$ cat src/sv/tpf_pkg.sv
// Package for the tile pixel fetcher: constants, register indexes and shared types.
`timescale 1ns / 1ps
package tpf_pkg;

   localparam logic [7:0] LINE_WIDTH = 8'd160;

   localparam logic [3:0] STEP_DUMMY_FIRST = 4'd8;
   localparam logic [3:0] STEP_DUMMY_LAST  = 4'd13;

   localparam logic [4:0] MAP_BASE_HI  = 5'b10011;  // 0x9800 >> 11
   localparam logic [2:0] DATA_BASE_HI = 3'b100;    // 0x8000 >> 13

   localparam int CSR_INDEX_W = 3;
   localparam int CSR_DATA_W  = 8;

   localparam logic [CSR_INDEX_W-1:0] CSR_SCROLL_X        = 3'd0;
   localparam logic [CSR_INDEX_W-1:0] CSR_SCROLL_Y        = 3'd1;
   localparam logic [CSR_INDEX_W-1:0] CSR_LINE_Y          = 3'd2;
   localparam logic [CSR_INDEX_W-1:0] CSR_WINDOW_X        = 3'd3;
   localparam logic [CSR_INDEX_W-1:0] CSR_WINDOW_LINE     = 3'd4;
   localparam logic [CSR_INDEX_W-1:0] CSR_LCD_CONTROL     = 3'd5;
   localparam logic [CSR_INDEX_W-1:0] CSR_WINDOW_IN_RANGE = 3'd6;

   localparam logic [7:0] LCD_CONTROL_RESET = 8'h91;

   // lcd_control bit positions
   localparam int LCDC_BG_ON      = 0;
   localparam int LCDC_BG_MAP     = 3;
   localparam int LCDC_TILE_MODE  = 4;
   localparam int LCDC_WINDOW_ON  = 5;
   localparam int LCDC_WINDOW_MAP = 6;

   // action of one fetcher step
   typedef enum logic [2:0] {
      ACT_IDLE_FIRST = 3'd0,
      ACT_MAP_READ   = 3'd1,
      ACT_LOW_READ   = 3'd2,
      ACT_LOW_TAKE   = 3'd3,
      ACT_HIGH_READ  = 3'd4,
      ACT_HIGH_TAKE  = 3'd5,
      ACT_IDLE_LAST  = 3'd6,
      ACT_LOAD       = 3'd7
   } act_type;

   typedef struct packed {
      logic [7:0] scroll_x;
      logic [7:0] scroll_y;
      logic [7:0] line_y;
      logic [7:0] window_x;
      logic [7:0] window_line;
      logic [7:0] lcd_control;
      logic       window_in_range;
   } cfg_type;

   localparam cfg_type CFG_RESET = '{
      scroll_x:        8'd0,
      scroll_y:        8'd0,
      line_y:          8'd0,
      window_x:        8'd0,
      window_line:     8'd0,
      lcd_control:     LCD_CONTROL_RESET,
      window_in_range: 1'b0
   };

   typedef struct packed {
      logic        read_request;
      logic [15:0] read_address;
      logic        pixel_valid;
      logic [7:0]  pixel_x;
      logic [1:0]  pixel_color;
      logic        line_done;
   } rsp_type;

endpackage

$ cat src/sv/tile_pixel_fetcher.sv
// Top level of the tile pixel fetcher: control registers, input and result registers.
//
//   channel  | direction | handshake          | payload
//   req      | in        | req_valid/stall    | start_line, read_data
//   rsp      | out       | rsp_valid/stall    | read_request .. line_done
//   csr      | in        | csr_write_enable   | csr_index, csr_write_data
//
// One dot per cycle while rsp does not stall: a transfer lands in the input register,
// then the fetch step runs and loads the result register once it is empty or being taken.
// The result register lets a new dot enter while a result waits.
// req_stall rises only when the input register holds a dot and rsp is stalled.
// Reset is synchronous; control registers return to their reset values.
`timescale 1ns / 1ps
module tile_pixel_fetcher
   import tpf_pkg::*;
(
   input  logic                   clock,
   input  logic                   reset,
   input  logic                   req_valid,
   output logic                   req_stall,
   input  logic                   req_start_line,
   input  logic [7:0]             req_read_data,
   output logic                   rsp_valid,
   input  logic                   rsp_stall,
   output logic                   rsp_read_request,
   output logic [15:0]            rsp_read_address,
   output logic                   rsp_pixel_valid,
   output logic [7:0]             rsp_pixel_x,
   output logic [1:0]             rsp_pixel_color,
   output logic                   rsp_line_done,
   input  logic                   csr_write_enable,
   input  logic [CSR_INDEX_W-1:0] csr_index,
   input  logic [CSR_DATA_W-1:0]  csr_write_data
);

   cfg_type    cfg_ff;
   logic       in_valid_ff;
   logic       in_start_ff;
   logic [7:0] in_data_ff;
   logic       out_valid_ff;
   rsp_type    out_ff;
   rsp_type    step_rsp;
   logic       advance;

   assign advance   = in_valid_ff && (!out_valid_ff || !rsp_stall);
   assign req_stall = in_valid_ff && !advance;

   always_ff @(posedge clock) begin
      if (reset) begin
         cfg_ff <= CFG_RESET;
      end else if (csr_write_enable) begin
         unique case (csr_index)
            CSR_SCROLL_X:        cfg_ff.scroll_x        <= csr_write_data;
            CSR_SCROLL_Y:        cfg_ff.scroll_y        <= csr_write_data;
            CSR_LINE_Y:          cfg_ff.line_y          <= csr_write_data;
            CSR_WINDOW_X:        cfg_ff.window_x        <= csr_write_data;
            CSR_WINDOW_LINE:     cfg_ff.window_line     <= csr_write_data;
            CSR_LCD_CONTROL:     cfg_ff.lcd_control     <= csr_write_data;
            CSR_WINDOW_IN_RANGE: cfg_ff.window_in_range <= csr_write_data[0];
            default: ;
         endcase
      end
   end

   // input register
   always_ff @(posedge clock) begin
      if (reset) begin
         in_valid_ff <= 1'b0;
      end else if (req_valid && !req_stall) begin
         in_valid_ff <= 1'b1;
      end else if (advance) begin
         in_valid_ff <= 1'b0;
      end
   end

   always_ff @(posedge clock) begin
      if (req_valid && !req_stall) begin
         in_start_ff <= req_start_line;
         in_data_ff  <= req_read_data;
      end
   end

   tpf_fetch u_fetch (
      .clock      (clock),
      .reset      (reset),
      .cfg        (cfg_ff),
      .step_en    (advance),
      .start_line (in_start_ff),
      .read_data  (in_data_ff),
      .rsp        (step_rsp)
   );

   // result register: load on advance, drop after the transfer
   always_ff @(posedge clock) begin
      if (reset) begin
         out_valid_ff <= 1'b0;
      end else if (advance) begin
         out_valid_ff <= 1'b1;
      end else if (!rsp_stall) begin
         out_valid_ff <= 1'b0;
      end
   end

   always_ff @(posedge clock) begin
      if (advance) begin
         out_ff <= step_rsp;
      end
   end

   assign rsp_valid        = out_valid_ff;
   assign rsp_read_request = out_ff.read_request;
   assign rsp_read_address = out_ff.read_address;
   assign rsp_pixel_valid  = out_ff.pixel_valid;
   assign rsp_pixel_x      = out_ff.pixel_x;
   assign rsp_pixel_color  = out_ff.pixel_color;
   assign rsp_line_done    = out_ff.line_done;

endmodule

$ cat src/sv/tpf_fetch.sv
// Fetcher state and per-dot step logic: tile fetch sequence, shifters and window switch.
`timescale 1ns / 1ps
module tpf_fetch
   import tpf_pkg::*;
(
   input  logic       clock,
   input  logic       reset,
   input  cfg_type    cfg,
   input  logic       step_en,
   input  logic       start_line,
   input  logic [7:0] read_data,
   output rsp_type    rsp
);

   logic [3:0]  fetch_step_ff, fetch_step_in;
   logic [7:0]  pixel_count_ff, pixel_count_in;
   logic [3:0]  pixels_left_ff, pixels_left_in;
   logic [2:0]  drop_count_ff, drop_count_in;
   logic        in_window_ff, in_window_in;
   logic [4:0]  bg_column_ff, bg_column_in;
   logic [4:0]  window_column_ff, window_column_in;
   logic [7:0]  tile_index_ff, tile_index_in;
   logic [7:0]  plane_low_next_ff, plane_low_next_in;
   logic [7:0]  plane_high_next_ff, plane_high_next_in;
   logic [7:0]  shift_low_ff, shift_low_in;
   logic [7:0]  shift_high_ff, shift_high_in;
   logic [15:0] last_address_ff, last_address_in;

   always_comb begin
      logic [3:0]        step_s;
      logic [7:0]        bg_y;
      logic [2:0]        tile_row;
      logic              low_bank;
      logic              win;
      logic signed [9:0] wdiff;
      act_type           act;

      // restart for a new line, then run the same dot normally
      step_s             = start_line ? STEP_DUMMY_FIRST : fetch_step_ff;
      pixel_count_in     = start_line ? 8'd0 : pixel_count_ff;
      pixels_left_in     = start_line ? 4'd0 : pixels_left_ff;
      in_window_in       = start_line ? 1'b0 : in_window_ff;
      bg_column_in       = start_line ? cfg.scroll_x[7:3] : bg_column_ff;
      window_column_in   = start_line ? 5'd0 : window_column_ff;
      drop_count_in      = start_line ? cfg.scroll_x[2:0] : drop_count_ff;
      fetch_step_in      = step_s;
      tile_index_in      = tile_index_ff;
      plane_low_next_in  = plane_low_next_ff;
      plane_high_next_in = plane_high_next_ff;
      shift_low_in       = shift_low_ff;
      shift_high_in      = shift_high_ff;
      last_address_in    = last_address_ff;

      bg_y     = cfg.line_y + cfg.scroll_y;
      tile_row = in_window_in ? cfg.window_line[2:0] : bg_y[2:0];
      low_bank = 1'b0;
      win      = 1'b0;
      wdiff    = '0;
      act      = ACT_IDLE_LAST;
      rsp      = '0;

      if (pixel_count_in < LINE_WIDTH) begin
         if (!step_s[3]) begin
            act           = act_type'(step_s[2:0]);
            fetch_step_in = {1'b0, step_s[2:0] + 3'd1};
         end else if (step_s <= STEP_DUMMY_LAST) begin
            act           = act_type'(step_s[2:0]);
            fetch_step_in = (step_s == STEP_DUMMY_LAST) ? 4'd0 : step_s + 4'd1;
         end else begin
            act           = ACT_IDLE_LAST;
            fetch_step_in = 4'd0;
         end

         unique case (act)
            ACT_MAP_READ: begin
               if (in_window_in)
                  last_address_in = {MAP_BASE_HI, cfg.lcd_control[LCDC_WINDOW_MAP],
                                     cfg.window_line[7:3], window_column_in};
               else
                  last_address_in = {MAP_BASE_HI, cfg.lcd_control[LCDC_BG_MAP],
                                     bg_y[7:3], bg_column_in};
               rsp.read_request = 1'b1;
               rsp.read_address = last_address_in;
            end
            ACT_LOW_READ: begin
               tile_index_in = read_data;
               // signed tile mode puts tiles 0..127 in the upper bank
               low_bank = !cfg.lcd_control[LCDC_TILE_MODE] && !read_data[7];
               last_address_in  = {DATA_BASE_HI, low_bank, read_data, tile_row, 1'b0};
               rsp.read_request = 1'b1;
               rsp.read_address = last_address_in;
            end
            ACT_LOW_TAKE: plane_low_next_in = read_data;
            ACT_HIGH_READ: begin
               last_address_in  = last_address_ff + 16'd1;
               rsp.read_request = 1'b1;
               rsp.read_address = last_address_in;
            end
            ACT_HIGH_TAKE: plane_high_next_in = read_data;
            ACT_LOAD: begin
               if (in_window_in)
                  window_column_in = window_column_in + 5'd1;
               else
                  bg_column_in = bg_column_in + 5'd1;
               // drop the leading pixels of the first tile for fine scroll
               shift_low_in   = plane_low_next_ff << drop_count_in;
               shift_high_in  = plane_high_next_ff << drop_count_in;
               pixels_left_in = 4'd8 - {1'b0, drop_count_in};
               drop_count_in  = 3'd0;
            end
            ACT_IDLE_FIRST, ACT_IDLE_LAST: ;
            default: ;
         endcase

         if (pixels_left_in != 4'd0) begin
            rsp.pixel_valid = 1'b1;
            rsp.pixel_x     = pixel_count_in;
            if (cfg.lcd_control[LCDC_BG_ON])
               rsp.pixel_color = {shift_high_in[7], shift_low_in[7]};
            pixel_count_in = pixel_count_in + 8'd1;
            pixels_left_in = pixels_left_in - 4'd1;
            shift_low_in   = {shift_low_in[6:0], 1'b0};
            shift_high_in  = {shift_high_in[6:0], 1'b0};
            wdiff = $signed({2'b00, pixel_count_in}) - $signed({2'b00, cfg.window_x});
            win = cfg.lcd_control[LCDC_WINDOW_ON] && cfg.window_in_range &&
                  (in_window_in ? (wdiff > $signed({2'b00, LINE_WIDTH}))
                                : (pixel_count_in >= cfg.window_x));
            // switch source: flush the shifters and restart the fetch
            if (win != in_window_in) begin
               in_window_in   = win;
               pixels_left_in = 4'd0;
               drop_count_in  = 3'd0;
               fetch_step_in  = 4'd0;
            end
         end
      end

      rsp.line_done = (pixel_count_in >= LINE_WIDTH);
   end

   always_ff @(posedge clock) begin
      if (reset) begin
         fetch_step_ff      <= STEP_DUMMY_FIRST;
         pixel_count_ff     <= '0;
         pixels_left_ff     <= '0;
         drop_count_ff      <= '0;
         in_window_ff       <= 1'b0;
         bg_column_ff       <= '0;
         window_column_ff   <= '0;
         tile_index_ff      <= '0;
         plane_low_next_ff  <= '0;
         plane_high_next_ff <= '0;
         shift_low_ff       <= '0;
         shift_high_ff      <= '0;
         last_address_ff    <= '0;
      end else if (step_en) begin
         fetch_step_ff      <= fetch_step_in;
         pixel_count_ff     <= pixel_count_in;
         pixels_left_ff     <= pixels_left_in;
         drop_count_ff      <= drop_count_in;
         in_window_ff       <= in_window_in;
         bg_column_ff       <= bg_column_in;
         window_column_ff   <= window_column_in;
         tile_index_ff      <= tile_index_in;
         plane_low_next_ff  <= plane_low_next_in;
         plane_high_next_ff <= plane_high_next_in;
         shift_low_ff       <= shift_low_in;
         shift_high_ff      <= shift_high_in;
         last_address_ff    <= last_address_in;
      end
   end

endmodule

$ cat config.mk
export PLATFORM = sky130hd
export DESIGN_NAME = tile_pixel_fetcher
export DESIGN_NICKNAME = d
export VERILOG_FILES = /design/src/sv/tpf_pkg.sv /design/src/sv/tile_pixel_fetcher.sv /design/src/sv/tpf_fetch.sv
export SDC_FILE = /design/constraint.sdc
export NUM_CORES = 1
export LEC_CHECK = 0
export ABC_AREA = 0
export BUFFER_PORTS_ARGS = -buffer_cell sky130_fd_sc_hd__buf_2
export CORE_ASPECT_RATIO = 2
export CORE_MARGIN = 4
export CORE_UTILIZATION = 55
export DETAILED_ROUTE_END_ITERATION = 6
export PLACE_DENSITY = 0.76
export SYNTH_ARGS = -nofsm -noshare
export SYNTH_HDL_FRONTEND = slang
export SYNTH_HIERARCHICAL = 1
export SYNTH_SLANG_ARGS = --single-unit
$ cat constraint.sdc
create_clock -name clock -period 8.3 [get_ports clock]
set_input_delay 0.415 -clock clock [delete_from_list [all_inputs] [get_ports clock]]
set_output_delay 0.415 -clock clock [all_outputs]
set_load 0.02 [all_outputs]
Yosys cells after proc, flatten, opt, wreduce, memory -nomap -nowiden
Index checks and enable logic that the tools add are counted.
{"block": "classes", "add_sub_neg": 10, "n_mul": 0, "div": 0, "n_lt_le_gt_ge": 5, "n_eq_ne": 15, "shifts": 2, "n_mux": 51, "n_bitwise": 0, "n_reduce_logical": 30}
{"operator": "8-bit 2-to-1 mux", "n": 7}
{"operator": "4-bit 2-to-1 mux", "n": 13}
{"operator": "17-bit case mux with 3 select lines", "n": 1}
{"operator": "16-bit case mux with 3 select lines", "n": 1}
{"operator": "5-bit 2-to-1 mux", "n": 8}
{"operator": "3-bit 2-to-1 mux", "n": 9}
{"operator": "11-bit 2-to-1 mux", "n": 2}
{"operator": "3-bit == test (second input constant)", "n": 6}
{"operator": "2-bit AND reduction", "n": 9}
{"operator": "16-bit by 1-bit adder with 16-bit output (second input constant)", "n": 1}
{"operator": "8-bit by 3-bit left shift with 8-bit output", "n": 2}
{"operator": "3-bit by 2-bit == test with 1-bit output (second input constant)", "n": 4}
{"operator": "3-bit AND reduction", "n": 4}
{"operator": "5-bit by 1-bit adder with 5-bit output (second input constant)", "n": 2}
{"operator": "10-bit by 9-bit > comparator with 1-bit output (second input constant)", "n": 1}
{"operator": "1-bit 2-to-1 mux", "n": 9}
{"operator": "8-bit by 8-bit subtractor with 9-bit output", "n": 1}
{"operator": "8-bit by 1-bit adder with 8-bit output (second input constant)", "n": 1}
{"operator": "8-bit adder", "n": 1}
{"operator": "8-bit >= comparator", "n": 1}
{"operator": "8-bit >= comparator (second input constant)", "n": 1}
{"operator": "8-bit < comparator (second input constant)", "n": 1}
{"operator": "3-bit by 1-bit == test with 1-bit output (second input constant)", "n": 2}
{"operator": "1-bit logical AND", "n": 6}
{"operator": "other kinds (15)", "n": 20}
{"block": "word_totals", "ff_bits": 166, "latch_bits": 0, "mem_bits_rw": 0, "romBits": 0, "input_bits": 25, "output_inout_bits": 31, "wordCells": 142, "n_memories": 0}

Logic depth before layout (Yosys ltp)
Gate-level depths: netlist of run 1.
{"block": "depth", "word_depth": 12, "depth_mapped": 20, "mapped_depth_nobuf": 16}

By module
Netlist of run 1, hierarchy kept.
{"module": "tpf_fetch", "n_inst": 1, "cells_per_inst": 796, "area_per_inst_um2": 5920.7, "seq_area_each_um2": 1561.5}
{"module": "tile_pixel_fetcher", "n_inst": 1, "cells_per_inst": 232, "area_per_inst_um2": 3235.6, "seq_area_each_um2": 2162.1}

Least setup slack after synthesis of run 1
Ideal clock, no wire load.
{"block": "synth_path", "path_type": "input to register", "from": "input port rsp_stall", "to": "register u_fetch.shift_low_ff[4]", "setup_ns": 0.070, "arrival_time_ns": 4.281, "required_time_ns": 8.230, "setup_slack_ns": 3.949, "stages": 7, "path_buffers": 2, "path_cell_list": "a21boi_0 -> inv_1 -> nor2_1 -> clkbuf_1 -> buf_1 -> o211ai_1 -> a21oi_1"}
{"block": "synth_between", "elab_chain_len": 4}
{"item": "from (decl)", "line": "tile_pixel_fetcher.sv:24", "rtl": "input logic rsp_stall,"}
{"item": "1-bit zero test"}
{"item": "1-bit logical OR", "line": "tile_pixel_fetcher.sv:45", "rtl": "assign advance = in_valid_ff && (!out_valid_ff || !rsp_stall);"}
{"item": "1-bit logical AND", "line": "tile_pixel_fetcher.sv:45"}
{"item": "2-bit AND reduction (no line)"}
{"item": "to (signal assigned)", "line": "tpf_fetch.sv:167", "rtl": "shift_low_ff <= shift_low_in;"}
{"item": "to (decl)", "line": "tpf_fetch.sv:25", "rtl": "logic [7:0] shift_low_ff, shift_low_in;"}
Every way passes these cells.
A chain may end at the register's enable or synchronous reset.

Final worst setup path of run 1
{"block": "layout_path", "from": "register in_start_ff", "to": "register out_ff (netlist bit rsp_pixel_x[0]) (data pin)"}
{"block": "layout_between", "elab_chain_len": 10, "word_cells_on_any_way": 15, "classes_between": "add/sub (1); order compare (2); eq/ne (1); mux (9); reduce/logical (2)"}
{"item": "from (decl)", "line": "tile_pixel_fetcher.sv:38", "rtl": "logic in_start_ff;"}
{"item": "from (signal assigned)", "line": "tile_pixel_fetcher.sv:78", "rtl": "in_start_ff <= req_start_line;"}
{"item": "4-bit 2-to-1 mux", "line": "tpf_fetch.sv:39", "rtl": "step_s = start_line ? STEP_DUMMY_FIRST : fetch_step_ff;"}
{"item": "4-bit <= comparator", "line": "tpf_fetch.sv:66", "rtl": "end else if (step_s <= STEP_DUMMY_LAST) begin"}
{"item": "3-bit 2-to-1 mux", "line": "tpf_fetch.sv:66"}
{"item": "3-bit 2-to-1 mux", "line": "tpf_fetch.sv:63", "rtl": "if (!step_s[3]) begin"}
{"item": "3-bit 2-to-1 mux", "line": "tpf_fetch.sv:62", "rtl": "if (pixel_count_in < LINE_WIDTH) begin"}
{"item": "3-bit == test", "line": "tpf_fetch.sv:74", "rtl": "unique case (act)"}
{"item": "4-bit 2-to-1 mux", "line": "tpf_fetch.sv:74"}
{"item": "4-bit 2-to-1 mux", "line": "tpf_fetch.sv:62"}
{"item": "4-bit nonzero test", "line": "tpf_fetch.sv:115", "rtl": "if (pixels_left_in != 4'd0) begin"}
{"item": "2-bit AND reduction (no line)"}
{"item": "to (signal assigned)", "line": "tile_pixel_fetcher.sv:106", "rtl": "out_ff <= step_rsp;"}
{"item": "to (decl)", "line": "tile_pixel_fetcher.sv:41", "rtl": "rsp_type out_ff;"}
Several ways; a longest one is shown, not always the timed one. The select of a mux whose other input is x is not followed.

==> implementation parameters, run 1 <==
Parameter                              Value

Detailed routing
  DR DRC count ... 0
  Final ANT Viol Nets ... 0
  Routed wire length per instance ... 18.6 um
  Total via count after detailed routing ... 7506
  Number of DRC violations after detailed-routing iteration 0 ... 563
  Per-cell via count in the routed design ... 6.00
  Wire length reported by the detailed router ... 23300 um
  Pre-Repair DR Iteration Count ... 7

Placed design
  Pre-CTS setup slack ... 3.76 ns
  Buffers added on ports ... 55
  Placed cells ... 1219
  HPWL after detailed placement ... 16800 um
  Routability congestion estimate ... 0.917

Yosys
  Average cell area after synthesis ... 8.89 um2
  Cell count after synthesis ... 1018
  Total number of yosys warnings ... 6
  Synthesized netlist net count ... 1068
  Synthesized area ... 0.00905 mm2

Critical path
  Arrival time of data at the critical path endpoint ... 4.81 ns
  Largest driver fanout on the critical path ... 53
  Critical path class ... reg -> reg
  Startpoint class of the critical path ... flop
  Req. time, crit path ... 8.48 ns
  Setup crit end kind ... flop

Timing
  Unrepaired setup endpoints after global routing ... false
  Slew @ Worst Pin ... 1.25 ns
  Post-layout min period ... 4.63 ns
  Final setup violation count ... 0
  Count of endpoints failing hold in the final timing report ... 0
  Post-layout worst setup margin ... 3.67 ns
  Post-route clock skew ... 0.00998 ns
  Worst-case hold slack ... 0.163 ns
  Setup tns final ... 0 ns
  Part of the cycle the worst path needs ... 0.557
  Number of pins exceeding their max-slew limit in the final report ... 0
  Peak clock frequency supported by timing ... 216 MHz
  Slew headroom ... 0.161

Power and ir drop
  VDD IR max ... 141 uV
  Total power density per cell area ... 184 mW/mm2
  P_leak ... 3.98 nW
  Final Total Pwr ... 1.83 mW

Clock tree
  CTS tree ... built
  Cells resized by post-CTS repair ... 0
  Worst skew pair latency ... 0.43 ns
  Clock tree root driver cell ... clkbuf_16
  Clock transition at the registers of the reported paths ... 0.07 ns
  Num Clock Sinks ... 164
  CTS H-tree depth ... 4
  Post CTS Setup Buffer Count ... 0
  Inserted Clock Buffers ... 17
  Max Buffers Root-to-Sink ... 2
  Cts-stage hold buffer count ... 0

Min path
  Min-delay worst type ... in -> reg

Status
  Status ... finished, final reports clean

GRT
  Pin count of the biggest net entering global routing ... 82
  Wire length of the first global-routing pass ... 37100 um
  Grt total ovfl ... 0
  Antenna violations before repair ... 0
  Global router's overall resource usage ... 0.252
  Met2 usage in global routing ... 0.458
  Met1 Resource Use GR ... 0.254
  GRT met3 Usage ... 0.0461
  Vias in the first global route ... 7258
  GRT busiest layer ... met2

Floorplanning
  Count of boundary I/O pins ... 56
  Die ar. ... 0.0187 mm2
  Row count ... 66
  Die Y ... 189 um
  Effective utilization at floorplan ... 0.559
  Die Span X ... 98.7 um
  Placeable core area ... 0.0162 mm2

Finish
  Area growth from synthesis to final layout ... 10.2%
  Fill cell total of the finished layout ... 1436
  N_diodes ... 0
  Non-filler instance count after layout ... 1251
  Fraction of layout cells with a size suffix above 1 ... 0.118
  Net count, final ... 1084

Flow run
  Max cap viols ... 0
cell type report:
cell class	count	area, um2	area share
Clock buffer	19	475	0.0477
Clock inverter	13	156	0.0157
Inverter	33	124	0.0124
Multi-Input combinational cell	756	4970	0.498
Sequential cell	164	3660	0.367
Tap cell	204	255	0.0256
Timing Repair Buffer	62	328	0.0329
through the flow:
step | utilization | instance area (um2)
after floorplan | - | 9050
after global placement | 0.577 | 9340
after detailed placement | 0.577 | 9340
after CTS | 0.616 | 9970
after global routing | 0.616 | 9970
final | 0.616 | 9970
worst paths after layout:
path	start	endpoint	slack [ns]	cells past startpoint
max	in_start_ff	rsp_pixel_x[0]	3.67	15
min	req_read_data[5]	in_data_ff[5]	0.16	1
max reg2reg	in_start_ff	rsp_pixel_x[0]	3.67	15
min reg2reg	u_fetch/shift_low_ff[1]	u_fetch/shift_low_ff[1]	0.46	2
where the power goes:
group	internal (mW)	leakage (nW)	switching [mW]
combinational	0.0497	2.29	0.0941
clock	0.488	0.312	0.347
sequential	0.837	1.38	0.0162
cells in the final DEF, fill, tap and decap left out, types with 4 or more instances in the layout:
| cell type | count |
|---|---|
| a211oi_1 | 10 |
| a21oi_1 | 73 |
| a22oi_1 | 10 |
| a31oi_1 | 11 |
| and2_1 | 11 |
| and3_1 | 13 |
| buf_2 | 55 |
| buf_4 | 7 |
| clkbuf_16 | 19 |
| clkinv_4 | 4 |
| dfxtp_1 | 126 |
| edfxtp_1 | 38 |
| ha_1 | 24 |
| inv_1 | 31 |
| inv_6 | 5 |
| mux2i_1 | 97 |
| nand2_1 | 90 |
| nand2b_1 | 59 |
| nand3_1 | 31 |
| nand3b_1 | 5 |
| nand4b_1 | 6 |
| nand4bb_1 | 4 |
| nor2_1 | 103 |
| nor2b_1 | 10 |
| nor3_1 | 17 |
| nor3_2 | 4 |
| o211ai_1 | 12 |
| o21ai_0 | 61 |
| o31ai_1 | 6 |
| or3_1 | 5 |
| xnor2_1 | 17 |
| xor2_1 | 11 |
state kept, by name (all words and copies together) (netlist names), 2 cells and up:
register,cells
cfg_ff,46
u_fetch/drop_count_ff,3
u_fetch/plane_high_next_ff,8
u_fetch/pixel_count_ff,8
u_fetch/window_column_ff,5
u_fetch/shift_high_ff,8
u_fetch/fetch_step_ff,4
u_fetch/last_address_ff,16
u_fetch/shift_low_ff,8
u_fetch/plane_low_next_ff,8
in_data_ff,8
rsp_read_address,16
u_fetch/pixels_left_ff,4
u_fetch/bg_column_ff,5
rsp_pixel_x,8
rsp_pixel_color,2
per-layer routing:
layer / wire, um / part of all wire / vias to the layer above
met3: 1010 / 0.043 / 76
met5: 0 / 0 / -
met1: 8210 / 0.35 / 3542
met2: 12500 / 0.54 / 246
met4: 1570 / 0.068 / 0
li1: - / - / 3642
critical path, stage by stage, from the launching register on:
cell and delay [ns]:
edfxtp_1 0.32, buf_4 0.45, nand2b_2 0.27, inv_1 0.12, ha_1 0.25, nand4bb_1 0.38
nand2_2 0.51, o21ai_0 0.22, inv_1 0.12, ha_1 0.17, inv_1 0.04, a211oi_1 0.29
and2_1 0.49, inv_2 0.31, ha_1 0.28, and2_1 0.13
(Power assumes the default switching activity.)
==> run 2, diff against run 1 <==
Settings changed: ABC_AREA 0 to 1.
Clock period 8.3 ns to 4.5 ns, I/O delays scaled along.
==> run 2 against run 1 <==
Clock power grew 64%. Final cell count increased by 26%. Fmax increased by 18%. Critical path type unchanged. Die area increased by 1.5%. Total power increased by 84%. Largest power group unchanged. Critical path depth increased by 1. Register-to-register slack worse by 3.1 ns. First-iteration DRC count is 4.6% lower. Synthesized area is 1.6% higher. Routed wire length up 5.3%.
==> implementation parameters, run 2 <==
Parameter                              Value

Yosys
  Average cell area after synthesis ... 6.99 um2 (was 8.89 um2)
  Synthesized netlist net count ... 1364 (was 1068)
  Cell count after synthesis ... 1314 (was 1018)
  Synthesized area ... 0.00919 mm2 (was 0.00905 mm2)
  Total number of yosys warnings ... 6 (unchanged)

Finish
  Most common cell after layout, fill and taps aside ... nand2_1 (was dfxtp_1)
  Net count, final ... 1408 (was 1084)
  Design area ... 0.0102 mm2 (was 0.00997 mm2)
  Area growth from synthesis to final layout ... 11.1% (was 10.2%)
  Largest register by flop count ... cfg_ff (unchanged)
  Fill cell total of the finished layout ... 1597 (was 1436)
  Fraction of layout cells with a size suffix above 1 ... 0.118 (about the same)
  Register area ... 0.00366 mm2 (unchanged)
  Post-Route Utilization ... 0.624 (was 0.616)
  Non-filler instance count after layout ... 1575 (was 1251)
  Area of combinational cells with multiple inputs ... 0.00468 mm2 (was 0.00497 mm2)
  N_diodes ... 0 (unchanged)
  Most frequent cells in the layout ... nand2_1 (288), nor2_1 (193), inv_1 (139), dfxtp_1 (126), nand3_1 (102) (was dfxtp_1 (126), nor2_1 (103), mux2i_1 (97), nand2_1 (90), a21oi_1 (73))
  Flip-flop count of the largest register, all copies and words added ... 46 (unchanged)

Detailed routing
  DR DRC count ... 0 (unchanged)
  Routed wire length per instance ... 15.6 um (was 18.6 um)
  Number of DRC violations after detailed-routing iteration 0 ... 537 (was 563)
  Final ANT Viol Nets ... 0 (unchanged)
  Total via count after detailed routing ... 8669 (was 7506)
  Per-cell via count in the routed design ... 5.50 (was 6.00)
  Pre-Repair DR Iteration Count ... 5 (was 7)
  Wire length reported by the detailed router ... 24500 um (was 23300 um)

Power and ir drop
  Final Total Pwr ... 3.36 mW (was 1.83 mW)
  Total power density per cell area ... 329 mW/mm2 (was 184 mW/mm2)
  P_leak ... 4.50 nW (was 3.98 nW)
  VDD IR max ... 217 uV (was 141 uV)

Floorplanning
  Die ar. ... 0.0190 mm2 (was 0.0187 mm2)
  Count of boundary I/O pins ... 56 (unchanged)
  Die Span X ... 99.4 um (was 98.7 um)
  Die Y ... 191 um (was 189 um)
  Effective utilization at floorplan ... 0.562 (was 0.559)
  Placeable core area ... 0.0164 mm2 (was 0.0162 mm2)
  Row count ... 66 (unchanged)

Critical path
  Beginning of the critical path ... in_start_ff (unchanged)
  Cell mode on critical path ... nand2_1
  Setup crit end ... u_fetch/pixel_count_ff[2] (was rsp_pixel_x[0])
  FF-to-FF path depth ... 16 (was 15)
  Crit Reg-Reg Endpoint ... u_fetch/pixel_count_ff[2] (was rsp_pixel_x[0])
  Req. time, crit path ... 4.86 ns (was 8.48 ns)
  Critical path class ... reg -> reg (unchanged)
  Worst path slowest cell ... edfxtp_1 (was nand2_2)
  Startpoint class of the critical path ... flop (unchanged)
  Setup crit end kind ... flop (unchanged)
  Chain of cells forming the critical path ... nor2_1 > inv_1 > ha_1 > inv_1 > nand2_1 > nor2_4 > nor2_4 > nand3_4 > o21ai_1 > ha_1 > nand3_4 > nand2_1 > nor2_1 > nand2_1 > o21ai_1 > a21oi_1 (was buf_4 > nand2b_2 > inv_1 > ha_1 > nand4bb_1 > nand2_2 > o21ai_0 > inv_1 > ha_1 > inv_1 > a211oi_1 > and2_1 > inv_2 > ha_1 > and2_1)
  Startpoint of the most critical register-to-register path ... in_start_ff (unchanged)
  Largest stage delay, worst path ... 0.72 ns (was 0.51 ns)
  Flop2flop setup slack ... 0.59 ns (was 3.67 ns)
  Arrival time of data at the critical path endpoint ... 4.27 ns (was 4.81 ns)
  Largest driver fanout on the critical path ... 27 (was 53)

Timing
  Part of the cycle the worst path needs ... 0.870 (was 0.557)
  Number of pins exceeding their max-slew limit in the final report ... 0 (unchanged)
  Final setup violation count ... 0 (unchanged)
  Slew headroom ... 0.258 (was 0.161)
  Unrepaired setup endpoints after global routing ... false (unchanged)
  Post-route clock skew ... 0.00884 ns (was 0.00998 ns)
  Slew @ Worst Pin ... 1.11 ns (was 1.25 ns)
  Post-layout min period ... 3.91 ns (was 4.63 ns)
  Worst-case hold slack ... 0.0257 ns (was 0.163 ns)
  Post-layout worst setup margin ... 0.587 ns (was 3.67 ns)
  Peak clock frequency supported by timing ... 256 MHz (was 216 MHz)
  Setup tns final ... 0 ns (unchanged)
  Count of endpoints failing hold in the final timing report ... 0 (unchanged)

Placed design
  Routability congestion estimate ... 0.949 (was 0.917)
  HPWL after detailed placement ... 17600 um (was 16800 um)
  Pre-CTS setup slack ... 0.685 ns (was 3.76 ns)
  Instance area after placement ... 0.00957 mm2 (was 0.00934 mm2)
  Buffers added on ports ... 55 (unchanged)
  Placed cells ... 1534 (was 1219)

GRT
  Grt total ovfl ... 0 (unchanged)
  Pin count of the biggest net entering global routing ... 47 (was 82)
  Vias in the first global route ... 8546 (was 7258)
  Wire length of the first global-routing pass ... 39900 um (was 37100 um)
  Antenna violations before repair ... 0 (unchanged)
  Global router's overall resource usage ... 0.264 (was 0.252)

Flow run
  Max cap viols ... 0 (unchanged)

Clock tree
  Post CTS Setup Buffer Count ... 0 (unchanged)
  CTS H-tree depth ... 4 (unchanged)
  Inserted Clock Buffers ... 17 (unchanged)
  CTS tree ... built (unchanged)
  Max Buffers Root-to-Sink ... 2 (unchanged)
  Clock transition at the registers of the reported paths ... 0.07 ns (about the same)
  Worst skew pair latency ... 0.43 ns (about the same)
  Clock tree root driver cell ... clkbuf_16 (unchanged)
  Num Clock Sinks ... 164 (unchanged)

Status
  Status ... finished, final reports clean (unchanged)

Min path
  Min-delay worst type ... in -> reg (unchanged)
[run 2: layer usage]
| metal | global-route usage | share of wire |
|---|---|---|
| met1 | 0.265 | 0.37 |
| met2 | 0.508 | 0.55 |
| met3 | 0.0406 | 0.040 |
| met4 | 0.136 | 0.044 |
| met5 | 0 | 0 |
[run 2: final cells by class]
class                           count  area share
Clock buffer                       18      0.0420
Clock inverter                     14      0.0116
Inverter                          158      0.0581
Multi-Input combinational cell    940       0.459
Sequential cell                   164       0.359
Tap cell                          204      0.0250
Timing Repair Buffer               77      0.0454
[run 2: worst min-delay path by stage]
stage	from	end	slack, ns	depth (start not counted)
after floorplan	reset	in_valid_ff	0.29	1
after global placement	req_read_data[2]	in_data_ff[2]	0.40	1
after detailed placement	req_read_data[7]	in_data_ff[7]	0.40	1
after CTS	csr_write_data[4]	cfg_ff[5]	0.02	3
after global routing	csr_write_data[0]	cfg_ff[1]	0.03	3
final	csr_write_data[4]	cfg_ff[5]	0.03	3
[run 2: critical path: cells and delay by family, from the launching register on]
family          cells  cell delay (ns)
buf+inv             2             0.21
compound gates      3             0.67
simple gates        9             1.73
flops               1             0.72
fa+ha+maj           2             0.50
[run 2: power by group]
group | leakage, nW | internal [mW] | switching, mW
combinational | 2.85 | 0.130 | 0.279
clock | 0.260 | 0.723 | 0.647
sequential | 1.39 | 1.55 | 0.0316
total | 4.50 | 2.41 | 0.957
[run 2: repair_timing]
action,CTS,global route
resized for setup,0,0
hold endpoints to repair,9,0
hold buffers,9,0
